--- config.mk ---
export PLATFORM = sky130hd
export DESIGN_NAME = hem_front
export DESIGN_NICKNAME = d
export VERILOG_FILES = /design/src/hdl/hem_pkg.sv /design/src/hdl/hem_front.sv
export SDC_FILE = /design/constraint.sdc
export NUM_CORES = 1
export LEC_CHECK = 0
export BUFFER_PORTS_ARGS = -buffer_cell sky130_fd_sc_hd__buf_2
export CORE_MARGIN = 5
export CORE_UTILIZATION = 39
export CTS_CLUSTER_SIZE = 12
export DETAILED_ROUTE_END_ITERATION = 10
export RECOVER_POWER = 25
export SKIP_LAST_GASP = 1
export SYNTH_ARGS = -nofsm -noshare
export SYNTH_HDL_FRONTEND = slang
export SYNTH_SLANG_ARGS = --single-unit
export TNS_END_PERCENT = 5
--- constraint.sdc ---
create_clock -name aclk -period 2.7 [get_ports aclk]
set_input_delay 0.54 -clock aclk [delete_from_list [all_inputs] [get_ports aclk]]
set_output_delay 0.54 -clock aclk [all_outputs]
set_load 0.005 [all_outputs]
--- src/hdl/hem_pkg.sv ---
package hem_pkg;

    // Field and datapath widths
    localparam int SAMPLE_W   = 16;
    localparam int CFG_IDX_W  = 3;
    localparam int CFG_DATA_W = 24;
    localparam int EXP_W      = 24;
    localparam int NEXP_W     = 3;
    localparam int WEIGHT_W   = 17;
    localparam int NORM_W     = 32;
    localparam int OUT_W      = 32;
    localparam int VSUM_W     = 52;
    localparam int ESUM_W     = 44;
    localparam int NUM_EXP_REGS = 4;

    // Shared divider: DIV_NW-bit dividend, DIV_DW-bit divisor, DIV_QW quotient bits
    localparam int DIV_NW  = 68;
    localparam int DIV_DW  = 44;
    localparam int DIV_QW  = 33;
    localparam int DIV_HI_W = DIV_NW - DIV_QW;
    localparam int DIV_CNT_W = $clog2(DIV_QW);

    // Job queue between front and back
    localparam int JOBQ_DEPTH = 2;
    localparam int JOBQ_PTR_W = 1;
    localparam int JOBQ_CNT_W = 2;

    localparam longint unsigned LN2_Q16 = 64'd45426;

    // Register indexes of the configuration port
    typedef enum logic [CFG_IDX_W-1:0] {
        REG_BLACK = 3'd0,
        REG_SAT   = 3'd1,
        REG_WHITE = 3'd2,
        REG_NEXP  = 3'd3,
        REG_EXP0  = 3'd4,
        REG_EXP1  = 3'd5,
        REG_EXP2  = 3'd6,
        REG_EXP3  = 3'd7
    } cfg_reg_t;

    typedef struct packed {
        logic [SAMPLE_W-1:0]                    black_level;
        logic [SAMPLE_W-1:0]                    saturation_level;
        logic [SAMPLE_W-1:0]                    white_point;
        logic [NEXP_W-1:0]                      num_exposures;
        logic [NUM_EXP_REGS-1:0][EXP_W-1:0]     exposure;
    } cfg_t;

    typedef struct packed {
        logic              start;
        logic [DIV_NW-1:0] num;
        logic [DIV_DW-1:0] den;
    } div_req_t;

    typedef struct packed {
        logic              busy;
        logic              done;
        logic              ovf;
        logic [DIV_QW-1:0] quo;
    } div_rsp_t;

    // Saturate a magnitude with sign to signed Q16.16
    function automatic logic [OUT_W-1:0] sat_mag(input logic neg, input logic ovf,
                                                 input logic [39:0] mag);
        logic [OUT_W-1:0] res;
        if (neg) begin
            if (ovf || mag > 40'h0080000000) res = 32'h8000_0000;
            else                             res = 32'h0 - mag[31:0];
        end else begin
            if (ovf || mag > 40'h007FFFFFFF) res = 32'h7FFF_FFFF;
            else                             res = mag[31:0];
        end
        return res;
    endfunction

    // Unsigned shift-subtract quotient, elaboration only
    function automatic longint unsigned const_udiv(input longint unsigned a,
                                                   input longint unsigned b);
        longint unsigned q, r;
        q = '0;
        r = '0;
        for (int j = 63; j >= 0; j--) begin
            r = (r << 1) | 64'(a[j]);
            if (r >= b) begin
                r    = r - b;
                q[j] = 1'b1;
            end
        end
        return q;
    endfunction

    // Bell weight entry, elaboration only: exp(-(1/x + 1/(1-x) - 4)/10) in Q16
    function automatic logic [WEIGHT_W-1:0] weight_entry(input int rom_bits, input int idx);
        longint unsigned num, u, t, k, r, sum, term, d0, d1;
        num = 64'd1 << (rom_bits + 17);
        d0  = 64'(2 * idx + 1);
        d1  = (64'd2 << rom_bits) - 64'(2 * idx) - 64'd1;
        u   = const_udiv(num, d0) + const_udiv(num, d1);
        t   = (u > 64'd262144) ? const_udiv(u - 64'd262144 + 64'd5, 64'd10) : 64'd0;
        k   = const_udiv(t, LN2_Q16);
        if (k > 64'd40) return '0;
        r    = t - k * LN2_Q16;
        sum  = 64'd1 << 30;
        term = 64'd1 << 30;
        for (int n = 1; n <= 10; n++) begin
            term = const_udiv(term * r, 64'(n) * 64'd65536);
            if ((n & 1) == 1) sum = sum - term;
            else              sum = sum + term;
        end
        return WEIGHT_W'((sum + (64'd1 << (13 + k))) >> (14 + k));
    endfunction

endpackage

--- src/hdl/hem_front.sv ---
module hem_front import hem_pkg::*; #(
    parameter int MAX_EXP = 4,
    parameter int CW      = 3,
    parameter int IW      = 2,
    parameter int JOB_W   = 67
) (
    input  logic                aclk,
    input  logic                aresetn,
    input  logic [NEXP_W-1:0]   num_exposures,
    input  logic                s_tvalid,
    output logic                s_tready,
    input  logic [SAMPLE_W-1:0] s_tdata,
    output logic                job_push,
    output logic [JOB_W-1:0]    job_data,
    input  logic                job_full
);

    logic [SAMPLE_W-1:0]          store_reg [MAX_EXP];
    logic [IW-1:0]                idx_reg;
    logic [IW-1:0]                idx_next;
    logic [CW-1:0]                n_use;
    logic [CW-1:0]                held;
    logic                         accept;
    logic                         last;
    logic [MAX_EXP*SAMPLE_W-1:0]  samples;

    // exposure count in use, clamped to 1..MAX_EXP
    always_comb begin
        if (num_exposures == '0)                    n_use = CW'(1);
        else if (num_exposures > NEXP_W'(MAX_EXP)) n_use = CW'(MAX_EXP);
        else                                        n_use = CW'(num_exposures);
    end

    assign s_tready = !job_full;
    assign accept   = s_tvalid && s_tready;
    assign held     = CW'(idx_reg) + CW'(1);
    assign last     = held >= n_use;
    assign idx_next = last ? '0 : IW'(held);

    // job carries the held samples with the new one in place
    always_comb begin
        for (int k = 0; k < MAX_EXP; k++) begin
            samples[k*SAMPLE_W +: SAMPLE_W] = (IW'(k) == idx_reg) ? s_tdata : store_reg[k];
        end
    end

    assign job_data = {n_use, samples};
    assign job_push = accept && last;

    always_ff @(posedge aclk) begin
        if (!aresetn) begin
            idx_reg <= '0;
        end else if (accept) begin
            idx_reg <= idx_next;
        end
    end

    always_ff @(posedge aclk) begin
        if (accept) begin
            store_reg[idx_reg] <= s_tdata;
        end
    end

endmodule

==> impl_metrics.toml <==
[worst_setup_path]
reg2reg_slack_ns = 0.80
cp_num_buf_inv = 2
ff2ff_path_depth = 4
slowest_delay_ns = 0.42
path_common_cell = "ha_1"
critPathArrivalTime_ns = 1.94
timing.rr.start = "idx_reg[0]"
path_max_fanout = 5
required_ns = 2.16
critPathTopFamily = "adder cells"
crit_chain = "inv_1, ha_1, ha_1, nand2_1, o21ai_1, and2_1, buf_2"
crit_type = "register to primary output"
reg2reg_to = "store_reg[2][0]"
slowest_stage = "dfxtp_1"
end_kind = "primary output"
startpoint_type = "register"

[grt]
grt_overflow_total = 0
grt_pass1_vias = 1868
grt_max_degree = 18
grt_pass1_wl_mm = 10.03
grt_antenna_before_repair = 0
grt_util_all_layers = 0.1329

[floorplan]
ios = 92
die_h_um = 100.1
die_x_um = 100.1
start_util = 0.4051
rows = 32
coreArea_um2 = 7807
dieArea_um2 = 10010

[synthesis]
avgSynthCellArea_um2 = 18.50
syn-num-nets = 201
syn_area_um2 = 3163
ys_types = 18
synth_seq_cells = 66
yosysWarnings = 0
syn_inst = 171
synth_seq_area_share = 0.6203

[drt]
vias_per_cell = 4.702
drtPass1Iterations = 4
vias = 1768
wl_per_cell_um = 17.72
antenna_left = 0
wl_mm = 6.661
drc = 0
drt_iter0_markers = 49

[cts]
post_cts_resized = 0
clk_pin_slew_worst_paths_ns = 0.08
htreeDepth = 3
numCtsBuffers = 9
cts_tree = "built"
clockBufferDepth = 2
numClockSinks = 66
holdBufCountCts = 0
cts_setup_buffers = 0
clk_latency_ns = 0.33
cts-root-buf = "clkbuf_8"

[timing]
hold_viol_final = 0
skew_ns = 0.008176
slew_violations = 0
fmax_mhz = 402.6
tightestPinTransition_ns = 0.5164
rsz0062_at_grt = "false"
post-route-min-period_ns = 2.484
slew_headroom = 0.6550
setup_viol = 0
final.setup.tns_ns = 0
period_share = 0.9200

[power_and_ir_drop]
power.density_nw_per_um2 = 563.5
power.leakage_uw = 0.001549
peakVddDrop_mv = 0.2903

[run]
max_cap_viol_count = 0

[final_layout]
seqCellArea_um2 = 1962
largest_reg_flops = 64
multi_input_area_um2 = 1045
diodes = 0
fin_util = 0.4928
area_growth_pct = 21.64
drive_gt1_frac = 0.6131
layout.nets = 299
fillers = 687

[worst_hold_path]
hold_path.class = "primary input to register"
hold_depth = 1
holdPathEnd = "store_reg[2][13]"
worstHoldStart = "s_tdata[13]"

[placement]
dpl.hpwl_mm = 4.472
gp_congestion = 0.7047
io_buffers = 91

[outcome]
outcome = "complete, no violations"
## per-layer routing
| layer | track usage | routed length (µm) |
|---|---|---|
| met5 | 0 | 0 |
| met4 | 0.05907 | 64 |
| met3 | 0.03336 | 505 |
| met2 | 0.2093 | 3152 |
| met1 | 0.1738 | 2939 |
## power by group
part	internal, µW	total [µW]	switching (µW)
logic	107	212	105
registers	1140	1150	5.63
clock network	424	807	383
## worst max path at each step
stage	startpoint	endpoint	slack, ns	cells past startpoint
after floorplan	num_exposures[0]	job_push	0.78	6
after global placement	num_exposures[0]	job_push	0.61	8
after detailed placement	idx_reg[0]	job_push	0.57	7
after CTS	idx_reg[0]	job_push	0.18	7
after global routing	idx_reg[0]	job_push	0.10	7
final	idx_reg[0]	job_push	0.22	7
## placed cells by master (no fill, tap or decap)
cell type,n
buf_2,78
edfxtp_1,64
mux2_4,36
mux2_2,28
clkbuf_1,13
clkbuf_8,9
ha_1,7
inv_1,6
buf_4,5
nand2_1,4
and2_2,4
clkinv_2,3
a21oi_1,2
nor2b_1,2
nand3_1,2
o22ai_1,2
clkinv_4,2
dfxtp_1,2
o21ai_1,1
and2_1,1
clkinvlp_4,1
bufinv_16,1
buf_12,1
## final cells by class
class / instances / share of cell area
Multi-Input combinational cell: 89 / 0.2715
Inverter: 6 / 0.005854
Sequential cell: 66 / 0.5099
Timing Repair Buffer: 97 / 0.1291
Tap cell: 102 / 0.03317
Clock inverter: 7 / 0.01821
Clock buffer: 9 / 0.03220
## cell usage after synthesis
cell type | instances | area [µm²]
a21oi_1 | 2 | 10.01
and2_1 | 1 | 6.260
and2_2 | 4 | 30.03
buf_12 | 4 | 80.08
buf_2 | 1 | 5.000
buf_6 | 4 | 45.04
clkbuf_1 | 1 | 3.750
dfxtp_1 | 2 | 40.04
edfxtp_1 | 64 | 1922
ha_1 | 7 | 87.58
inv_1 | 6 | 22.52
mux2_2 | 28 | 315.3
mux2_4 | 36 | 540.5
nand2_1 | 4 | 15.01
nand3_1 | 2 | 10.01
nor2b_1 | 2 | 12.51
o21ai_1 | 1 | 5.000
o22ai_1 | 2 | 12.51
## metrics by stage
stage	cell area, µm²	std cells	setup WS (ns)	power (µW)	hold WS (ns)
3_3_place_gp	3670	360	0.6120	1387	0.5240
4_1_cts	3864	376	0.1847	2205	0.4457
2_1_floorplan	3163	171	0.7845	1301	0.4791
5_1_grt	3847	376	0.1021	2260	0.5001
6_report	3847	376	0.2159	2168	0.4968
3_5_place_dp	3670	360	0.5722	1392	0.5572
## logic make-up (layout without fill, tap and decap cells)
logic type / after synthesis / after routing / synth area share
AO/OA/AOI/OAI: 5 / 5 / 0.008701
adder cells (fa/ha/maj): 7 / 7 / 0.02769
buffers and inverters: 16 / 119 / 0.04944
flip-flops: 66 / 66 / 0.6203
multiplexers: 64 / 64 / 0.2706
AND/OR/NAND/NOR: 13 / 13 / 0.02334
(Power assumes the default switching activity.)
