`config.mk`:
```
export PLATFORM = sky130hd
export DESIGN_NAME = hem_div
export DESIGN_NICKNAME = d
export VERILOG_FILES = /design/src/hdl/hem_pkg.sv /design/src/hdl/hem_div.sv
export SDC_FILE = /design/constraint.sdc
export NUM_CORES = 1
export LEC_CHECK = 0
export ABC_AREA = 1
export BUFFER_PORTS_ARGS = -buffer_cell sky130_fd_sc_hd__buf_2
export CAP_MARGIN = 20
export CORE_MARGIN = 4
export CORE_UTILIZATION = 50
export DETAILED_ROUTE_END_ITERATION = 6
export PLACE_DENSITY_LB_ADDON = 0.25
export SLEW_MARGIN = 20
export SYNTH_ARGS = -nofsm -noshare
export SYNTH_HDL_FRONTEND = slang
export SYNTH_SLANG_ARGS = --single-unit
```
`constraint.sdc`:
```
create_clock -name aclk -period 4.25 [get_ports aclk]
set_input_delay 0 -clock aclk [delete_from_list [all_inputs] [get_ports aclk]]
set_output_delay 0 -clock aclk [all_outputs]
set_load 0.01 [all_outputs]
```
`src/hdl/hem_pkg.sv`:
```
package hem_pkg;

    // Field and datapath widths
    localparam int SAMPLE_W   = 16;
    localparam int CFG_IDX_W  = 3;
    localparam int CFG_DATA_W = 24;
    localparam int EXP_W      = 24;
    localparam int NEXP_W     = 3;
    localparam int WEIGHT_W   = 17;
    localparam int NORM_W     = 32;
    localparam int OUT_W      = 32;
    localparam int VSUM_W     = 52;
    localparam int ESUM_W     = 44;
    localparam int NUM_EXP_REGS = 4;

    // Shared divider: DIV_NW-bit dividend, DIV_DW-bit divisor, DIV_QW quotient bits
    localparam int DIV_NW  = 68;
    localparam int DIV_DW  = 44;
    localparam int DIV_QW  = 33;
    localparam int DIV_HI_W = DIV_NW - DIV_QW;
    localparam int DIV_CNT_W = $clog2(DIV_QW);

    // Job queue between front and back
    localparam int JOBQ_DEPTH = 2;
    localparam int JOBQ_PTR_W = 1;
    localparam int JOBQ_CNT_W = 2;

    localparam longint unsigned LN2_Q16 = 64'd45426;

    // Register indexes of the configuration port
    typedef enum logic [CFG_IDX_W-1:0] {
        REG_BLACK = 3'd0,
        REG_SAT   = 3'd1,
        REG_WHITE = 3'd2,
        REG_NEXP  = 3'd3,
        REG_EXP0  = 3'd4,
        REG_EXP1  = 3'd5,
        REG_EXP2  = 3'd6,
        REG_EXP3  = 3'd7
    } cfg_reg_t;

    typedef struct packed {
        logic [SAMPLE_W-1:0]                    black_level;
        logic [SAMPLE_W-1:0]                    saturation_level;
        logic [SAMPLE_W-1:0]                    white_point;
        logic [NEXP_W-1:0]                      num_exposures;
        logic [NUM_EXP_REGS-1:0][EXP_W-1:0]     exposure;
    } cfg_t;

    typedef struct packed {
        logic              start;
        logic [DIV_NW-1:0] num;
        logic [DIV_DW-1:0] den;
    } div_req_t;

    typedef struct packed {
        logic              busy;
        logic              done;
        logic              ovf;
        logic [DIV_QW-1:0] quo;
    } div_rsp_t;

    // Saturate a magnitude with sign to signed Q16.16
    function automatic logic [OUT_W-1:0] sat_mag(input logic neg, input logic ovf,
                                                 input logic [39:0] mag);
        logic [OUT_W-1:0] res;
        if (neg) begin
            if (ovf || mag > 40'h0080000000) res = 32'h8000_0000;
            else                             res = 32'h0 - mag[31:0];
        end else begin
            if (ovf || mag > 40'h007FFFFFFF) res = 32'h7FFF_FFFF;
            else                             res = mag[31:0];
        end
        return res;
    endfunction

    // Unsigned shift-subtract quotient, elaboration only
    function automatic longint unsigned const_udiv(input longint unsigned a,
                                                   input longint unsigned b);
        longint unsigned q, r;
        q = '0;
        r = '0;
        for (int j = 63; j >= 0; j--) begin
            r = (r << 1) | 64'(a[j]);
            if (r >= b) begin
                r    = r - b;
                q[j] = 1'b1;
            end
        end
        return q;
    endfunction

    // Bell weight entry, elaboration only: exp(-(1/x + 1/(1-x) - 4)/10) in Q16
    function automatic logic [WEIGHT_W-1:0] weight_entry(input int rom_bits, input int idx);
        longint unsigned num, u, t, k, r, sum, term, d0, d1;
        num = 64'd1 << (rom_bits + 17);
        d0  = 64'(2 * idx + 1);
        d1  = (64'd2 << rom_bits) - 64'(2 * idx) - 64'd1;
        u   = const_udiv(num, d0) + const_udiv(num, d1);
        t   = (u > 64'd262144) ? const_udiv(u - 64'd262144 + 64'd5, 64'd10) : 64'd0;
        k   = const_udiv(t, LN2_Q16);
        if (k > 64'd40) return '0;
        r    = t - k * LN2_Q16;
        sum  = 64'd1 << 30;
        term = 64'd1 << 30;
        for (int n = 1; n <= 10; n++) begin
            term = const_udiv(term * r, 64'(n) * 64'd65536);
            if ((n & 1) == 1) sum = sum - term;
            else              sum = sum + term;
        end
        return WEIGHT_W'((sum + (64'd1 << (13 + k))) >> (14 + k));
    endfunction

endpackage

```
`src/hdl/hem_div.sv`:
```
module hem_div import hem_pkg::*; (
    input  logic     aclk,
    input  logic     aresetn,
    input  div_req_t req,
    output div_rsp_t rsp
);

    logic                 busy_reg;
    logic                 done_reg;
    logic                 ovf_reg;
    logic [DIV_CNT_W-1:0] cnt_reg;
    logic [DIV_DW-1:0]    rem_reg;
    logic [DIV_DW-1:0]    den_reg;
    logic [DIV_QW-1:0]    lo_reg;
    logic [DIV_QW-1:0]    quo_reg;

    logic [DIV_DW:0]      trial;
    logic                 ge;
    logic                 start_ovf;

    // quotient would not fit in DIV_QW bits
    assign start_ovf = {{(DIV_DW-DIV_HI_W){1'b0}}, req.num[DIV_NW-1:DIV_QW]} >= req.den;

    // one restoring step a cycle
    assign trial = {rem_reg, lo_reg[DIV_QW-1]};
    assign ge    = trial >= {1'b0, den_reg};

    always_ff @(posedge aclk) begin
        if (!aresetn) begin
            busy_reg <= 1'b0;
            done_reg <= 1'b0;
        end else begin
            done_reg <= 1'b0;
            if (req.start) begin
                busy_reg <= !start_ovf;
                done_reg <= start_ovf;
            end else if (busy_reg && cnt_reg == DIV_CNT_W'(DIV_QW - 1)) begin
                busy_reg <= 1'b0;
                done_reg <= 1'b1;
            end
        end
    end

    always_ff @(posedge aclk) begin
        if (req.start) begin
            ovf_reg <= start_ovf;
            den_reg <= req.den;
            lo_reg  <= req.num[DIV_QW-1:0];
            rem_reg <= DIV_DW'(req.num[DIV_NW-1:DIV_QW]);
            quo_reg <= '0;
            cnt_reg <= '0;
        end else if (busy_reg) begin
            rem_reg <= ge ? DIV_DW'(trial - {1'b0, den_reg}) : trial[DIV_DW-1:0];
            lo_reg  <= {lo_reg[DIV_QW-2:0], 1'b0};
            quo_reg <= {quo_reg[DIV_QW-2:0], ge};
            cnt_reg <= cnt_reg + 1'b1;
        end
    end

    assign rsp.busy = busy_reg;
    assign rsp.done = done_reg;
    assign rsp.ovf  = ovf_reg;
    assign rsp.quo  = quo_reg;

endmodule

```
==> impl_metrics.toml, run 1 <==
[run_status]
outcome = "finished clean"

[placed_design]
detailed_place.area_sq_um = 12500
dp_hpwl_um = 25100
place.gp.congestion = 1.01
port_buffers = 150
dp.cells = 2048

[timing]
fmax_mhz = 349
rsz0062_at_grt = "false"
clock-skew-final_ns = 0.0154
hold_viol_final = 0
period_share_pct = 67.4
slew_headroom_pct = 37.9
period_minus_slack_ns = 2.87
worst_pin_slew_ns = 0.931
setup_tns_ns = 0
finalSetupViolations = 0
maxSlewViolCount = 0

[clock_network]
cts_buffers = 17
cts.clk_slew.worst_paths_ns = 0.08
clkLatencyLatePin_ns = 0.44
cts_resized = 0
cts_setup_buffers = 0
hold_buffers = 113
cts_tree = "done"
root_buffer = "clkbuf_16"
ctsHtreeMaxLevel = 4
cts.sinks = 163
cts_buffer_depth = 2

[drt]
wl_per_cell_um = 16.0
dr_total_vias = 11300
detail-route-antenna-nets = 0
drtIter0Drc = 721
wl_um = 35200
viasPerCell = 5.13
drcViolationCount = 0
firstDrtPassIters = 5

[worst_setup_path]
reg2reg_slack_ns = 1.38
crit_type = "reg2reg"
r2r-start = "rem_reg[19]"
path_max_fanout = 38
worstPathArrival_ns = 3.05
cp.required_ns = 4.44
r2r_end = "rem_reg[14]"
r2r_cells = 12
cp-end-kind = "register"
start_kind = "register"

[floorplan]
core.rowCount = 55
die_width_um = 160
io_pins = 151
initial_core_util_pct = 50.7
die_h_um = 160
core_area_sq_um = 22600
dieArea_sq_um = 25500

[global_routing]
antenna_found_initial = 0
gr-usage-all-layers_pct = 27.4
grt_pass1_vias = 11200
grt_max_degree = 62
grt_pass1_wl_um = 56400
overflow = 0

[synth]
synth_cell_types = 37
synthCells = 1643
avgSynthCellArea_sq_um = 6.99
yosysSeqAreaShare_pct = 38.3
synthesis.area_sq_um = 11500
synth_seq_cells = 163
synthesis.nets = 1840
ys_warn_count = 0

[layout]
drive_above_1_share_pct = 11.0
n_antenna_cell = 0
nNetsFinal = 2092
final_common_cell = "nand2_1"
postLayoutCellArea_sq_um = 14200
area_growth_pct = 23.8
final-instance-count-excl-fill = 2193
final_util_pct = 62.8
final_cell_mix = "nand2_1 (625), inv_1 (309), buf_2 (149)"

[worst_hold_path]
hold_path.startpoint = "req[112]"
hold_class = "in2reg"
holdPathStages = 1
hold_path_end = "den_reg[27]"

[job]
maxCapViolations = 0

[power_and_ir_drop]
p_per_area_nw_per_um2 = 339
ir_drop_uv = 271
leakagePower_nw = 7.44
==> logic make-up (layout without fill, tap and decap cells) <==
family,after synthesis,after routing,synth area share (%)
buffers and inverters,350,615,12.0
DFF,163,163,38.3
and+or+nand+nor,914,914,33.5
adders and majority gates,82,82,9.00
xor gates and xnor gates,23,23,1.75
AOI/OAI and AO/OA,111,111,5.40
==> critical path: stages, from the launching register on <==
cell and delay, ns:
edfxtp_1 0.40, ha_1 0.37, nand2_1 0.17, inv_1 0.06, a21oi_1 0.26, nand2_1 0.12, a21oi_1 0.25, nand2_2 0.10
nand2_2 0.09, buf_4 0.41, nand3b_1 0.15, nand3_1 0.13, nand2_1 0.07
==> per-stage QoR <==
| step | hold WS [ns] | setup slack [ns] | total power, mW |
|---|---|---|---|
| floorplan | 0.0989 | 1.19 | 2.71 |
| global placement | 0.190 | 1.39 | 3.05 |
| detailed placement | 0.193 | 1.42 | 3.06 |
| CTS | 0.129 | 1.38 | 4.82 |
| global route | 0.158 | 1.09 | 5.05 |
| finish | 0.137 | 1.38 | 4.82 |
==> Yosys cell counts (all sizes together) <==
master	instances	share of area [%]
a21boi	1	0.065
a21o	1	0.065
a21oi	51	2.2
a31oi	1	0.055
and2	3	0.16
and3	1	0.055
buf	20	1.2
clkbuf	18	0.59
clkinv	1	0.033
dfxtp	50	8.7
edfxtp	113	30
fa	1	0.17
ha	81	8.8
inv	311	10
nand2	632	21
nand3	95	4.2
nand3b	44	2.9
nand4	16	0.87
nor2	106	3.6
nor3	12	0.61
nor3b	3	0.20
nor4	2	0.11
o21a	3	0.20
o21ai	18	0.78
o21bai	5	0.33
o22ai	31	1.7
xnor2	22	1.7
xor2	1	0.076
==> power by group <==
group / internal [mW] / total (mW) / leakage (nW) / switching, mW
combinational: 0.479 / 1.28 / 5.59 / 0.797
clock: 0.861 / 1.67 / 0.305 / 0.811
sequential: 1.83 / 1.87 / 1.54 / 0.0428
total: 3.17 / 4.82 / 7.44 / 1.65
==> worst max path at each step <==
stage	start	end	slack, ns	cells after the start
finish	rem_reg[19]	rem_reg[14]	1.38	12
floorplan	busy_reg	lo_reg[0]	1.19	3
global placement	rem_reg[11]	rem_reg[34]	1.39	16
detailed placement	rem_reg[11]	rem_reg[33]	1.42	16
CTS	rem_reg[11]	rem_reg[14]	1.38	14
global route	rem_reg[11]	rem_reg[40]	1.09	13
==> cell type report <==
cell class,count,area [sq um]
clock inverter,15,198
inverter,312,1170
fill,2007,8430
clock buffer,17,425
sequential,163,4390
timing repair buffer,271,1960
tap,285,357
multi-input combinational,1130,5710
==> metal layers <==
metal,up-vias,global-route usage [%],wire [um]
li1,5660,-,-
met1,5172,35.9,15500
met3,71,4.37,1990
met5,-,0,0
met4,0,9.47,1110
met2,355,46.2,16600
(Power assumes the default switching activity.)
==> run 2: changes to the inputs <==
--- a/config.mk
+++ b/config.mk
@@ -5,7 +5,7 @@
 export SDC_FILE = /design/constraint.sdc
 export NUM_CORES = 1
 export LEC_CHECK = 0
-export ABC_AREA = 1
+export ABC_AREA = 0
 export BUFFER_PORTS_ARGS = -buffer_cell sky130_fd_sc_hd__buf_2
 export CAP_MARGIN = 20
 export CORE_MARGIN = 4
==> constraint.sdc (replaced) <==
create_clock -name aclk -period 2.5 [get_ports aclk]
set_input_delay 0 -clock aclk [delete_from_list [all_inputs] [get_ports aclk]]
set_output_delay 0 -clock aclk [all_outputs]
set_load 0.01 [all_outputs]
==> impl_metrics.toml, run 2 <==
[worst_setup_path]
cp-end-kind = "register"
worstPathArrival_ns = 3.58
r2r-start = "lo_reg[32]"
path_max_fanout = 3
crit_start = "lo_reg[32]"
start_kind = "register"
cp.required_ns = 2.70
crit_type = "reg2reg"

[synth]
ys_warn_count = 0
synthesis.area_sq_um = 9970
synthFlopType = "edfxtp_1"
yosysTopAreaCell = "edfxtp_1"
synth_edf_count = 113
yosysSeqAreaShare_pct = 44.1
synth_cell_types = 61
synthTopCellsByArea = "edfxtp_1 (34%), ha_1 (10%), dfxtp_1 (10%), mux2_2 (7.0%), a21oi_1 (4.4%)"
avgSynthCellArea_sq_um = 10.0
synth_seq_cells = 163
synthesis.nets = 1193
ys_top_cells_by_count = "edfxtp_1 (113), inv_1 (100), nor2_1 (97)"
synthMostInstantiatedCell = "edfxtp_1"
synthCells = 996
yosys.area.top_type_share_pct = 34.0
async_flop_share_pct = 0

[drt]
dr_total_vias = 9263
detail-route-antenna-nets = 0
firstDrtPassIters = 5
drtIter0Drc = 502
wl_per_cell_um = 17.5
wl_um = 30100
drcViolationCount = 0
viasPerCell = 5.39

[clock_network]
clkLatencyLatePin_ns = 0.45
ctsHtreeMaxLevel = 4
cts.sinks = 163
root_buffer = "clkbuf_16"
cts_tree = "done"
cts_buffers = 17
cts.clk_slew.worst_paths_ns = 0.07
cts_buffer_depth = 2

[timing]
slew_headroom_pct = 60.8
timing.final.ws_setup_ns = -0.882
setup_tns_ns = -28.48
period_share_pct = 135
holdWs_ns = 0.0294
clock-skew-final_ns = 0.0114
maxSlewViolCount = 0
fmax_mhz = 296
rsz0062_at_grt = "true"
hold_viol_final = 0
finalSetupViolations = 45
period_minus_slack_ns = 3.38
worst_pin_slew_ns = 0.580

[run_status]
failed_checks = "setup timing"
outcome = "finished with violations"

[power_and_ir_drop]
leakagePower_nw = 6.89
p_total_mw = 10.2
ir_drop_uv = 491
p_per_area_nw_per_um2 = 668

[worst_hold_path]
hold_class = "in2reg"
hold_path.startpoint = "req[109]"

[placed_design]
place.gp.congestion = 0.881
dp_hpwl_um = 18200
port_buffers = 150
dp.cells = 1531

[global_routing]
grt_util_met3_pct = 5.62
antenna_found_initial = 1
use_met1_pct = 31.5
grt_max_degree = 53
gr-usage-all-layers_pct = 26.2
gr-usage-met2_pct = 46.3
grt_pass1_vias = 9637
grt_most_used_layer = "met2"
overflow = 0
grt_pass1_wl_um = 46700

[layout]
fill_cells = 1205
final_cell_mix = "buf_4 (179), buf_2 (149), edfxtp_1 (113)"
area_growth_pct = 52.6
nNetsFinal = 1637
final-instance-count-excl-fill = 1719
drive_above_1_share_pct = 39.6
final_common_cell = "buf_4"
final_util_pct = 77.9

[floorplan]
dieArea_sq_um = 22300
core_area_sq_um = 19500
die_h_um = 149
io_pins = 151
die_width_um = 149
core.rowCount = 51
initial_core_util_pct = 51.1

[job]
maxCapViolations = 0
run 2: path summary, 6_finish.rpt:
path | end | slack [ns] | cells past startpoint
setup / recovery | rem_reg[32] | -0.88 | 14
hold / removal | rem_reg[32] | 0.03 | 3
setup reg to reg | rem_reg[32] | -0.88 | 14
hold reg to reg | cnt_reg[5] | 0.49 | 2
run 2: cell type report:
class | instances | area, sq um | area share (%)
well taps | 265 | 332 | 2.18
multi-input cells | 687 | 5820 | 38.3
clock buffers | 18 | 450 | 2.96
diodes | 1 | 2.50 | 0.0164
flip-flops and latches | 163 | 4400 | 28.9
repair buffers | 471 | 3660 | 24.1
clock inverters | 14 | 175 | 1.15
inverters | 100 | 379 | 2.49
run 2: where the power goes:
| group | leakage (nW) | total [mW] | switching, mW | internal [mW] |
|---|---|---|---|---|
| sequential | 1.53 | 3.31 | 0.137 | 3.17 |
| clock | 0.304 | 2.78 | 1.35 | 1.43 |
| combinational | 5.06 | 4.07 | 1.95 | 2.12 |
run 2: layer usage:
layer	up-vias	share of wire, %
li1	4462	-
met1	4460	41
met2	274	52
met3	67	5.0
met4	0	2.6
met5	-	0
run 2: cell families (layout without fill, tap and decap cells):
family	count (synthesis)	count (layout)	synth area share, %
compound gates	214	215	13.2
flops	163	163	44.1
fa+ha+maj	82	82	10.4
simple gates	244	244	11.6
mux	103	103	11.1
buf+inv	147	603	5.78
xor+xnor	43	43	3.78
other cells	0	1	0
run 2: what timing repair did:
action	CTS	global route
gates resized for setup	97	102
setup endpoints to repair	45	47
setup buffers	32	19
hold buffers	112	0
gates cloned	6	0
endpoints found under the hold margin	122	0
pin swaps	45	59
run 2: through the flow:
stage | cell area, sq um | worst slack (ns)
after floorplan | 10100 | -0.623
after global placement | 12200 | -0.810
after CTS | 14800 | -0.807
after global routing | 15200 | -1.05
after detailed placement | 12200 | -0.915
final | 15200 | -0.882
run 2: critical path, stage by stage (launching register included):
cell and delay, ns:
edfxtp_1 0.39, inv_1 0.07, ha_2 0.18, inv_2 0.04
fa_2 0.34, a21o_1 0.18, a221o_1 0.38, a221oi_4 0.31
a21oi_2 0.15, nor2_2 0.16, o21ai_2 0.10, a221o_1 0.32
a21o_1 0.20, nor4b_2 0.24, nor4_2 0.07
