### src/hdl/hem_pkg.sv
package hem_pkg;

    // Field and datapath widths
    localparam int SAMPLE_W   = 16;
    localparam int CFG_IDX_W  = 3;
    localparam int CFG_DATA_W = 24;
    localparam int EXP_W      = 24;
    localparam int NEXP_W     = 3;
    localparam int WEIGHT_W   = 17;
    localparam int NORM_W     = 32;
    localparam int OUT_W      = 32;
    localparam int VSUM_W     = 52;
    localparam int ESUM_W     = 44;
    localparam int NUM_EXP_REGS = 4;

    // Shared divider: DIV_NW-bit dividend, DIV_DW-bit divisor, DIV_QW quotient bits
    localparam int DIV_NW  = 68;
    localparam int DIV_DW  = 44;
    localparam int DIV_QW  = 33;
    localparam int DIV_HI_W = DIV_NW - DIV_QW;
    localparam int DIV_CNT_W = $clog2(DIV_QW);

    // Job queue between front and back
    localparam int JOBQ_DEPTH = 2;
    localparam int JOBQ_PTR_W = 1;
    localparam int JOBQ_CNT_W = 2;

    localparam longint unsigned LN2_Q16 = 64'd45426;

    // Register indexes of the configuration port
    typedef enum logic [CFG_IDX_W-1:0] {
        REG_BLACK = 3'd0,
        REG_SAT   = 3'd1,
        REG_WHITE = 3'd2,
        REG_NEXP  = 3'd3,
        REG_EXP0  = 3'd4,
        REG_EXP1  = 3'd5,
        REG_EXP2  = 3'd6,
        REG_EXP3  = 3'd7
    } cfg_reg_t;

    typedef struct packed {
        logic [SAMPLE_W-1:0]                    black_level;
        logic [SAMPLE_W-1:0]                    saturation_level;
        logic [SAMPLE_W-1:0]                    white_point;
        logic [NEXP_W-1:0]                      num_exposures;
        logic [NUM_EXP_REGS-1:0][EXP_W-1:0]     exposure;
    } cfg_t;

    typedef struct packed {
        logic              start;
        logic [DIV_NW-1:0] num;
        logic [DIV_DW-1:0] den;
    } div_req_t;

    typedef struct packed {
        logic              busy;
        logic              done;
        logic              ovf;
        logic [DIV_QW-1:0] quo;
    } div_rsp_t;

    // Saturate a magnitude with sign to signed Q16.16
    function automatic logic [OUT_W-1:0] sat_mag(input logic neg, input logic ovf,
                                                 input logic [39:0] mag);
        logic [OUT_W-1:0] res;
        if (neg) begin
            if (ovf || mag > 40'h0080000000) res = 32'h8000_0000;
            else                             res = 32'h0 - mag[31:0];
        end else begin
            if (ovf || mag > 40'h007FFFFFFF) res = 32'h7FFF_FFFF;
            else                             res = mag[31:0];
        end
        return res;
    endfunction

    // Unsigned shift-subtract quotient, elaboration only
    function automatic longint unsigned const_udiv(input longint unsigned a,
                                                   input longint unsigned b);
        longint unsigned q, r;
        q = '0;
        r = '0;
        for (int j = 63; j >= 0; j--) begin
            r = (r << 1) | 64'(a[j]);
            if (r >= b) begin
                r    = r - b;
                q[j] = 1'b1;
            end
        end
        return q;
    endfunction

    // Bell weight entry, elaboration only: exp(-(1/x + 1/(1-x) - 4)/10) in Q16
    function automatic logic [WEIGHT_W-1:0] weight_entry(input int rom_bits, input int idx);
        longint unsigned num, u, t, k, r, sum, term, d0, d1;
        num = 64'd1 << (rom_bits + 17);
        d0  = 64'(2 * idx + 1);
        d1  = (64'd2 << rom_bits) - 64'(2 * idx) - 64'd1;
        u   = const_udiv(num, d0) + const_udiv(num, d1);
        t   = (u > 64'd262144) ? const_udiv(u - 64'd262144 + 64'd5, 64'd10) : 64'd0;
        k   = const_udiv(t, LN2_Q16);
        if (k > 64'd40) return '0;
        r    = t - k * LN2_Q16;
        sum  = 64'd1 << 30;
        term = 64'd1 << 30;
        for (int n = 1; n <= 10; n++) begin
            term = const_udiv(term * r, 64'(n) * 64'd65536);
            if ((n & 1) == 1) sum = sum - term;
            else              sum = sum + term;
        end
        return WEIGHT_W'((sum + (64'd1 << (13 + k))) >> (14 + k));
    endfunction

endpackage

### src/hdl/hem_job_fifo.sv
module hem_job_fifo import hem_pkg::*; #(
    parameter int WIDTH = 67
) (
    input  logic             aclk,
    input  logic             aresetn,
    input  logic             push,
    input  logic [WIDTH-1:0] din,
    input  logic             pop,
    output logic [WIDTH-1:0] dout,
    output logic             full,
    output logic             empty
);

    logic [WIDTH-1:0]      mem_reg [JOBQ_DEPTH];
    logic [JOBQ_PTR_W-1:0] wr_reg;
    logic [JOBQ_PTR_W-1:0] rd_reg;
    logic [JOBQ_CNT_W-1:0] cnt_reg;
    logic                  do_push;
    logic                  do_pop;

    assign full    = cnt_reg == JOBQ_CNT_W'(JOBQ_DEPTH);
    assign empty   = cnt_reg == '0;
    assign do_push = push && !full;
    assign do_pop  = pop && !empty;
    assign dout    = mem_reg[rd_reg];

    always_ff @(posedge aclk) begin
        if (!aresetn) begin
            wr_reg  <= '0;
            rd_reg  <= '0;
            cnt_reg <= '0;
        end else begin
            if (do_push) wr_reg <= wr_reg + 1'b1;
            if (do_pop)  rd_reg <= rd_reg + 1'b1;
            if (do_push && !do_pop)      cnt_reg <= cnt_reg + 1'b1;
            else if (do_pop && !do_push) cnt_reg <= cnt_reg - 1'b1;
        end
    end

    always_ff @(posedge aclk) begin
        if (do_push) begin
            mem_reg[wr_reg] <= din;
        end
    end

endmodule

### config.mk
export PLATFORM = sky130hd
export DESIGN_NAME = hem_job_fifo
export DESIGN_NICKNAME = d
export VERILOG_FILES = /design/src/hdl/hem_pkg.sv /design/src/hdl/hem_job_fifo.sv
export SDC_FILE = /design/constraint.sdc
export NUM_CORES = 1
export LEC_CHECK = 0
export ABC_CLOCK_PERIOD_IN_PS = 7400
export BUFFER_PORTS_ARGS = -buffer_cell sky130_fd_sc_hd__buf_2
export CAP_MARGIN = 20
export CORE_UTILIZATION = 40
export CTS_BUF_LIST = sky130_fd_sc_hd__clkbuf_8
export DETAILED_ROUTE_END_ITERATION = 8
export PLACE_DENSITY = 0.63
export SETUP_SLACK_MARGIN = 0.2
export SLEW_MARGIN = 15
export SYNTH_ARGS = -nofsm -noshare
export SYNTH_HDL_FRONTEND = slang
export SYNTH_SLANG_ARGS = --single-unit
### constraint.sdc
create_clock -name aclk -period 7.4 [get_ports aclk]
set_clock_uncertainty 0.15 [all_clocks]
set_input_delay 1.11 -clock aclk [delete_from_list [all_inputs] [get_ports aclk]]
set_output_delay 1.11 -clock aclk [all_outputs]
set_load 0.05 [all_outputs]
==> impl_metrics.csv, run 1 <==
group,metric,value,unit
outcome,status,"finished clean",
route,antenna_left,0,
critical_path,rr_endpoint,"mem_reg[1][38]$_DFFE_PP_",
global_route,grt_overflow,0,
sta,setup_viol,0,
power_and_ir_drop,pwr-share-clk,22.5,%
clock_tree,cts-resized-gates,0,
route,drt_iter0_markers,142,
placed_design,io_buffers,139,
die,dieWidth,114.6,µm
critical_path,crit_path_max_incr_delay,970,ps
critical_path,rr_worst_depth,2,
clock_tree,cts_tree,"yes",
synthesis,ys_ff_latch,139,
critical_path,rr_startpoint,"cnt_reg[0]$_SDFFE_PN0P_",
placed_design,post-place-ws,4474,ps
synthesis,seq_area_frac_synth,81.36,%
route,detailroute.via_count,2602,
critical_path,cp_slowest_cell,"dfxtp_4",
synthesis,ys.flop_type,"edfxtp_1",
power_and_ir_drop,internal-power,1504,µW
final_layout,fin_area,0.006295,mm²
clock_tree,cts-buffers-inserted,17,
placed_design,place_area,0.005948,mm²
power_and_ir_drop,p_comb_share,34.0,%
synthesis,ys_warn_count,0,
synthesis,synth_area_per_cell,21.75,µm²
synthesis,syn-num-nets,305,
route,firstDrtPassIters,4,
die,io_pins,140,
synthesis,synth_top_cell_by_area,"edfxtp_1",
final_layout,syn2layout_area_growth,24.19,%
synthesis,yosys-top-cells-area,"edfxtp_1 79%, mux2_2 8.2%, mux2_1 6.7%",
synthesis,async_reset_ff_share,0,%
critical_path,rrSetupSlack,5390,ps
synthesis,synth_common_cells,"134 x edfxtp_1, 37 x mux2_2, 30 x mux2_1",
final_layout,nets,458,
power_and_ir_drop,power.leakage,0.002343,µW
power_and_ir_drop,p_sw,953.3,µW
sta,tns,0,ps
critical_path,worstSetupStartpointType,"flop",
sta,min_period_over_period,44.89,%
synthesis,post-synth-top-count-cell,"edfxtp_1",
critical_path,path_buf_inv,1,
synthesis,synth_top_area_share,79.39,%
clock_tree,htree_levels,4,
die,fp-row-count,40,
sta,fmax,301.1,MHz
final_layout,drive_gt1_share,51.51,%
critical_path,path_class,"reg -> out",
clock_tree,clk_latency,430,ps
synthesis,synth_cell_types,23,
die,start_util,41.68,%
min_path,holdPathStages,2,
global_route,gr-usage-all-layers,13.82,%
min_path,hold_start,"cnt_reg[1]$_SDFFE_PN0P_",
final_layout,largest_reg_flops,134,
sta,finalMaxSlewViolations,0,
clock_tree,ctsHoldBuffers,0,
min_path,worstHoldEndpoint,"cnt_reg[1]$_SDFFE_PN0P_",
final_layout,antenna_cells,0,
global_route,grt_pass1_vias,2706,
clock_tree,post-cts-setup-buffers,0,
critical_path,end_kind,"output pin",
placed_design,hpwl,5.279,mm
global_route,antenna_found_initial,0,
power_and_ir_drop,swShare,38.80,%
sta,worst_pin_slew,941.4,ps
clock_tree,clk_path_buf_depth,2,
critical_path,path_max_fanout,67,
power_and_ir_drop,peakVddDrop,0.2800,mV
route,routed_wl,8.783,mm
die,core,0.01216,mm²
route,routed_via_density,4.597,
global_route,grt_pass1_wl,13.10,mm
global_route,grt_max_degree,68,
placed_design,gp_congestion,0.7134,
sta,period_needed,3322,ps
sta,relSlewSlack,37.24,%
sta,worst_slack,4078,ps
critical_path,path_cells,"mux2_2 > buf_2",
critical_path,crit_family,"flip-flops",
power_and_ir_drop,powerDensity,390.4,mW/mm²
die,dieArea,0.01313,mm²
die,fp.dieH,114.6,µm
critical_path,arrival,2060,ps
sta,hold_ws,392.5,ps
synthesis,synth_edf_count,134,
sta,rsz0062_at_grt,"false",
synthesis,synthCells,233,
critical_path,required,6140,ps
synthesis,syn-cell-area,0.005069,mm²
route,drc,0,
sta,hold_viol_final,0,
clock_tree,cts-root-buf,"clkbuf_8",
route,wl_per_cell,15.52,µm
job,maxCapViolCount,0,
clock_tree,cts.sink_count,139,
min_path,hp-class,"reg -> reg",
power_and_ir_drop,finalPower,2457,µW
power_and_ir_drop,pwr-share-seq,43.4,%
clock_tree,clk_pin_slew,70,ps
## power by group through the flow
stage          combinational [µW]  clock [µW]  sequential, µW
6_report                      837         553            1070
3_3_place_gp                  839           0            1090
2_1_floorplan                 716           0            1030
5_1_grt                       876         599            1080
4_1_cts                       848         570            1070
3_5_place_dp                  844           0            1090
## metrics by stage
stage               utilization, %  instances
floorplan                        -        233
global placement             48.91        535
detailed placement           48.91        535
CTS                          51.76        566
global route                 51.76        566
finish                       51.76        566
## per-layer routing
metal  part of all wire [%]  global-route usage [%]  vias to the layer above  routed length (µm)
li1                       -                       -                     1227                   -
met1                     41                   15.66                     1261                3637
met2                     48                   22.10                       98                4252
met3                    8.2                   5.929                       16                 717
met4                    2.0                   7.532                        0                 176
met5                      0                       0                        -                   0
## layout by cell type (no fill, tap or decap), types with 3 or more instances in the layout
cell type / n
clkinv_2: 3
dfxtp_1: 4
buf_2: 139
mux2_2: 37
mux2_1: 30
clkbuf_8: 17
clkinv_1: 7
and2_1: 3
edfxtp_1: 134
## worst max path at each step
| stage | start | cells past startpoint | end | slack [ps] |
|---|---|---|---|---|
| after CTS | flop | 2 | dout[49] | 3980 |
| after global routing | flop | 2 | dout[44] | 3930 |
| final | flop | 2 | dout[49] | 4080 |
| after detailed placement | flop | 2 | dout[49] | 4470 |
| after floorplan | push | 2 | mem_reg[0][0]$_DFFE_PP_ | 2960 |
| after global placement | flop | 2 | dout[49] | 4470 |
## tightest hold or removal path: stages (launching register included)
cell,delay (ps)
dfxtp_1,350
o21ai_0,80
a21boi_1,60
## cell families after synthesis
| family | synth area share [%] |
|---|---|
| AOI/OAI and AO/OA | 0.6418 |
| xor gates and xnor gates | 0.5185 |
| adders and majority gates | 0.2468 |
| buffers and inverters | 1.259 |
| DFF | 81.36 |
| muxes | 14.89 |
| and+or+nand+nor | 1.086 |
## final cells by class
| cell class | count | area, µm² |
|---|---|---|
| clock buffers | 17 | 234.0 |
| clock inverters | 14 | 112.6 |
| fillers | 1009 | 5867 |
| inverters | 2 | 7.507 |
| multi-input cells | 85 | 892.1 |
| flip-flops and latches | 139 | 4128 |
| well taps | 168 | 210.2 |
| repair buffers | 141 | 710.7 |
(Power assumes the default switching activity.)
==> run 2: changes to the inputs <==
--- a/config.mk
+++ b/config.mk
@@ -5,13 +5,13 @@
 export SDC_FILE = /design/constraint.sdc
 export NUM_CORES = 1
 export LEC_CHECK = 0
-export ABC_CLOCK_PERIOD_IN_PS = 7400
+export ABC_CLOCK_PERIOD_IN_PS = 2950
 export BUFFER_PORTS_ARGS = -buffer_cell sky130_fd_sc_hd__buf_2
 export CAP_MARGIN = 20
 export CORE_UTILIZATION = 40
 export CTS_BUF_LIST = sky130_fd_sc_hd__clkbuf_8
 export DETAILED_ROUTE_END_ITERATION = 8
-export PLACE_DENSITY = 0.63
+export PLACE_DENSITY = 0.65
 export SETUP_SLACK_MARGIN = 0.2
 export SLEW_MARGIN = 15
 export SYNTH_ARGS = -nofsm -noshare
==> constraint.sdc (replaced) <==
create_clock -name aclk -period 2.95 [get_ports aclk]
set_clock_uncertainty 0.15 [all_clocks]
set_input_delay 0.4425 -clock aclk [delete_from_list [all_inputs] [get_ports aclk]]
set_output_delay 0.4425 -clock aclk [all_outputs]
set_load 0.05 [all_outputs]
==> run 2 against run 1 <==
Net effect: register-to-register slack worse by 4200 ps; count of clock-buffer cells in the layout unchanged; clock power rose to 2.6 times the previous value; critical endpoint is now dout[30]; largest power group unchanged.
==> impl_metrics.csv, run 2 (same netlist as run 1, synthesis figures left out) <==
group,metric,value,unit
outcome,status,"finished clean",
die,core,0.01216,mm²
route,firstDrtPassIters,4,
power_and_ir_drop,pwr-share-seq,41.7,%
critical_path,required,2360,ps
power_and_ir_drop,p_comb_share,35.0,%
die,start_util,41.68,%
job,maxCapViolCount,0,
placed_design,hpwl,5.571,mm
sta,hold_viol_final,0,
sta,worst_slack,417.2,ps
route,drc,0,
final_layout,largest_reg_flops,134,
global_route,grt_pass1_wl,13.27,mm
die,fp.dieH,114.6,µm
final_layout,drive_gt1_share,52.61,%
sta,tns,0,ps
sta,setup_viol,0,
placed_design,io_buffers,139,
clock_tree,htree_levels,4,
clock_tree,cts_tree,"yes",
placed_design,post-place-ws,847.0,ps
power_and_ir_drop,peakVddDrop,0.4486,mV
power_and_ir_drop,powerDensity,984.0,mW/mm²
power_and_ir_drop,swShare,37.91,%
sta,rsz0062_at_grt,"false",
route,wl_per_cell,14.97,µm
critical_path,worstSetupStartpointType,"flop",
global_route,grt_max_degree,38,
clock_tree,clk_path_buf_depth,2,
critical_path,arrival,1940,ps
die,fp-row-count,40,
clock_tree,post-cts-setup-buffers,0,
global_route,antenna_found_initial,0,
clock_tree,cts-root-buf,"clkbuf_8",
final_layout,register_area,0.004129,mm²
final_layout,nets,462,
die,dieArea,0.01313,mm²
final_layout,final_common_cell,"buf_2",
route,detailroute.via_count,2608,
final_layout,layout_common_cells,"139 x buf_2, 134 x edfxtp_1, 37 x mux2_2, 30 x mux2_1, 17 x clkbuf_8",
final_layout,antenna_cells,0,
final_layout,utilization,52.42,%
final_layout,multiInputGateArea,895.9,µm²
route,antenna_left,0,
critical_path,path_class,"reg -> out",
critical_path,rr_worst_depth,4,
power_and_ir_drop,internal-power,3895,µW
route,routed_wl,8.548,mm
clock_tree,cts.sink_count,139,
sta,relSlewSlack,66.65,%
clock_tree,clk_pin_slew,70,ps
critical_path,rrSetupSlack,1230,ps
final_layout,fin_cells,571,
die,io_pins,140,
sta,worst_pin_slew,500.3,ps
min_path,holdPathStages,1,
clock_tree,clk_latency,430,ps
global_route,grt_overflow,0,
clock_tree,cts-buffers-inserted,17,
sta,fmax,394.8,MHz
global_route,gr-usage-all-layers,14.12,%
route,routed_via_density,4.567,
placed_design,dp.cells,539,
critical_path,end_kind,"output pin",
final_layout,syn2layout_area_growth,25.77,%
min_path,hp-class,"in -> reg",
sta,finalMaxSlewViolations,0,
clock_tree,ctsHoldBuffers,0,
clock_tree,cts-resized-gates,0,
placed_design,gp_congestion,0.6768,
final_layout,nFillCells,1060,
sta,min_period_over_period,85.86,%
power_and_ir_drop,p_sw,2378,µW
route,drt_iter0_markers,159,
critical_path,path_max_fanout,34,
power_and_ir_drop,power.leakage,0.002396,µW
sta,period_needed,2533,ps
global_route,grt_pass1_vias,2739,
power_and_ir_drop,pwr-share-clk,23.3,%
die,dieWidth,114.6,µm
-- run 2: power by group through the flow --
stage	clock, µW	combinational, µW	sequential [µW]
6_report	1460	2200	2620
5_1_grt	1590	2310	2650
4_1_cts	1510	2230	2630
3_5_place_dp	0	2220	2670
3_3_place_gp	0	2210	2660
2_1_floorplan	0	1810	2590
-- run 2: routing by layer --
layer / part of all wire, % / wire length (µm) / global-route usage [%] / vias to the layer above
met1: 41 / 3533 / 16.10 / 1265
met3: 8.4 / 720 / 6.617 / 14
met5: 0 / 0 / 0 / -
met4: 1.9 / 161 / 7.792 / 0
met2: 48 / 4132 / 22.02 / 96
li1: - / - / - / 1233
-- run 2: final cells by class --
| class | count | area share (%) |
|---|---|---|
| inverter | 2 | 0.1963 |
| clock inverter | 15 | 2.198 |
| timing repair buffer | 145 | 11.82 |
| clock buffer | 17 | 3.670 |
| sequential | 139 | 64.77 |
| multi-input combinational | 85 | 14.05 |
| tap | 168 | 3.297 |
-- run 2: final timing paths --
kind / start / end
worst max-delay path: flop / dout[30]
worst max register to register: cnt_reg[0]$_SDFFE_PN0P_ / mem_reg[0][39]$_DFFE_PP_
worst min register to register: cnt_reg[1]$_SDFFE_PN0P_ / cnt_reg[1]$_SDFFE_PN0P_
worst min-delay path: din[47] / mem_reg[0][47]$_DFFE_PP_
-- run 2: critical path: stages, from the launching register on --
cell	delay [ps]
dfxtp_4	650
buf_12	260
mux2_1	360
buf_2	220
-- run 2: per-stage QoR --
stage	hold WS [ps]	total power, µW	area [µm²]
finish	41.99	6273	6375
global route	4.781	6551	6375
CTS	4.505	6364	6375
detailed placement	407.6	4885	6001
global placement	384.1	4863	6001
floorplan	367.2	4402	5089
==> run 3: changes to the inputs <==
--- a/config.mk
+++ b/config.mk
@@ -8,6 +8,7 @@
 export ABC_CLOCK_PERIOD_IN_PS = 2950
 export BUFFER_PORTS_ARGS = -buffer_cell sky130_fd_sc_hd__buf_2
 export CAP_MARGIN = 20
+export CORE_ASPECT_RATIO = 1.75
 export CORE_UTILIZATION = 40
 export CTS_BUF_LIST = sky130_fd_sc_hd__clkbuf_8
 export DETAILED_ROUTE_END_ITERATION = 8
==> run 3 against run 2 <==
Net effect: global-route usage is 0.72 points higher; die area grew 0.14%; worst hold slack improved by 14 ps; power increased by 0.60%; via count up 0.58%; maximum frequency decreased by 0.24%; first-iteration DRC count decreased by 48%; worst setup slack worse by 6.1 ps; final cell count rose by 0.18%; wire length grew 8.7%; non-clock buffer count fell by 1; clock power increased by 3%; largest power group unchanged.
==> impl_metrics.csv, run 3 (same netlist as run 1, synthesis figures left out) <==
group,metric,value,unit
clock_tree,cts-resized-gates,0,
final_layout,nFillCells,1123,
power_and_ir_drop,p_comb_share,34.8,%
placed_design,io_buffers,139,
final_layout,final_common_cell,"buf_2",
placed_design,gp_congestion,0.7646,
die,io_pins,140,
die,fp.dieH,150.9,µm
power_and_ir_drop,p_sw,2407,µW
die,core,0.01243,mm²
final_layout,nets,461,
clock_tree,clk_pin_slew,80,ps
sta,relSlewSlack,66.26,%
clock_tree,cts-root-buf,"clkbuf_8",
global_route,grt_overflow,0,
clock_tree,clk_latency,420,ps
min_path,hp-class,"in -> reg",
global_route,grt_pass1_wl,13.73,mm
global_route,grt_max_degree,38,
route,routed_wl,9.292,mm
outcome,status,"finished clean",
route,detailroute.via_count,2623,
route,drt_iter0_markers,83,
final_layout,drive_gt1_share,53.62,%
critical_path,path_cells,"buf_12 > mux2_2 > buf_2",
critical_path,end_kind,"output pin",
global_route,met2_usage,27.60,%
route,drc,0,
final_layout,layout_common_cells,"139 x buf_2, 134 x edfxtp_1, 37 x mux2_2, 30 x mux2_1, 17 x clkbuf_8",
die,fp-row-count,54,
sta,worst_slack,411.1,ps
job,maxCapViolCount,0,
global_route,gr-usage-met1,13.08,%
critical_path,path_max_fanout,37,
global_route,antenna_found_initial,3,
power_and_ir_drop,internal-power,3903,µW
clock_tree,cts.sink_count,139,
power_and_ir_drop,powerDensity,987.7,mW/mm²
critical_path,crit_family,"flip-flops",
sta,period_needed,2539,ps
sta,min_period_over_period,86.06,%
power_and_ir_drop,pwr-share-clk,23.7,%
final_layout,syn2layout_area_growth,26.04,%
sta,finalMaxSlewViolations,0,
route,wl_per_cell,16.24,µm
clock_tree,post-cts-setup-buffers,0,
sta,fmax,393.9,MHz
clock_tree,clk_path_buf_depth,2,
die,dieWidth,87.10,µm
power_and_ir_drop,peakVddDrop,0.5630,mV
sta,hold_viol_final,0,
sta,setup_viol,0,
global_route,grt_pass1_vias,2778,
global_route,grt-busiest-layer,"met2",
power_and_ir_drop,power.leakage,0.002381,µW
sta,tns,0,ps
sta,rsz0062_at_grt,"false",
placed_design,post-place-ws,829.2,ps
clock_tree,cts-buffers-inserted,17,
final_layout,largest_reg_flops,134,
critical_path,crit_path_max_incr_delay,630,ps
clock_tree,ctsHoldBuffers,0,
clock_tree,cts_tree,"yes",
route,routed_via_density,4.586,
critical_path,cp_slowest_cell,"dfxtp_4",
critical_path,required,2360,ps
global_route,gr-usage-all-layers,14.84,%
critical_path,path_buf_inv,2,
placed_design,hpwl,6.296,mm
critical_path,arrival,1950,ps
critical_path,path_class,"reg -> out",
route,firstDrtPassIters,4,
power_and_ir_drop,swShare,38.14,%
die,start_util,40.77,%
critical_path,worstSetupStartpointType,"flop",
clock_tree,htree_levels,4,
die,dieArea,0.01314,mm²
global_route,grt_use_met3,5.014,%
sta,worst_pin_slew,506.1,ps
route,antenna_left,0,
power_and_ir_drop,pwr-share-seq,41.5,%
[run 3: final cells by class]
type / count / area [µm²] / area share [%]
tap: 168 / 210.2 / 3.290
sequential: 139 / 4129 / 64.63
multi-input combinational: 85 / 895.9 / 14.02
clock inverter: 14 / 153.9 / 2.409
clock buffer: 17 / 234.0 / 3.662
antenna: 3 / 7.507 / 0.1175
inverter: 2 / 12.51 / 0.1958
timing repair buffer: 144 / 745.7 / 11.67
[run 3: worst paths after layout]
kind / start / end / slack, ps / cells past startpoint
worst max-delay path: flop / dout[2] / 410 / 3
worst min-delay path: din[41] / mem_reg[1][41]$_DFFE_PP_ / 60 / 1
worst max register to register: cnt_reg[0]$_SDFFE_PN0P_ / mem_reg[0][49]$_DFFE_PP_ / 1210 / 4
worst min register to register: cnt_reg[1]$_SDFFE_PN0P_ / cnt_reg[1]$_SDFFE_PN0P_ / 430 / 2
[run 3: power by group through the flow]
stage | combinational (µW) | clock (µW) | sequential (µW)
after floorplan | 1810 | 0 | 2590
after global placement | 2210 | 0 | 2650
after detailed placement | 2220 | 0 | 2670
after CTS | 2230 | 1550 | 2630
after global routing | 2300 | 1620 | 2650
final | 2190 | 1500 | 2620
[run 3: routing by layer]
| layer | wire length (µm) | part of all wire (%) | vias to the layer above |
|---|---|---|---|
| li1 | - | - | 1234 |
| met1 | 2957 | 32 | 1283 |
| met2 | 5534 | 60 | 87 |
| met3 | 496 | 5.3 | 19 |
| met4 | 304 | 3.3 | 0 |
| met5 | 0 | 0 | - |
[run 3: stage by stage]
step / instances / area, µm² / hold slack, ps / util (%) / power [µW]
final: 572 / 6389 / 55.83 / 51.39 / 6310
after global routing: 571 / 6386 / 13.95 / 51.37 / 6577
after CTS: 569 / 6381 / 16.75 / 51.33 / 6401
after detailed placement: 538 / 5993 / 414.1 / 48.21 / 4889
after global placement: 538 / 5993 / 386.3 / 48.21 / 4861
after floorplan: 233 / 5089 / 367.2 / - / 4402
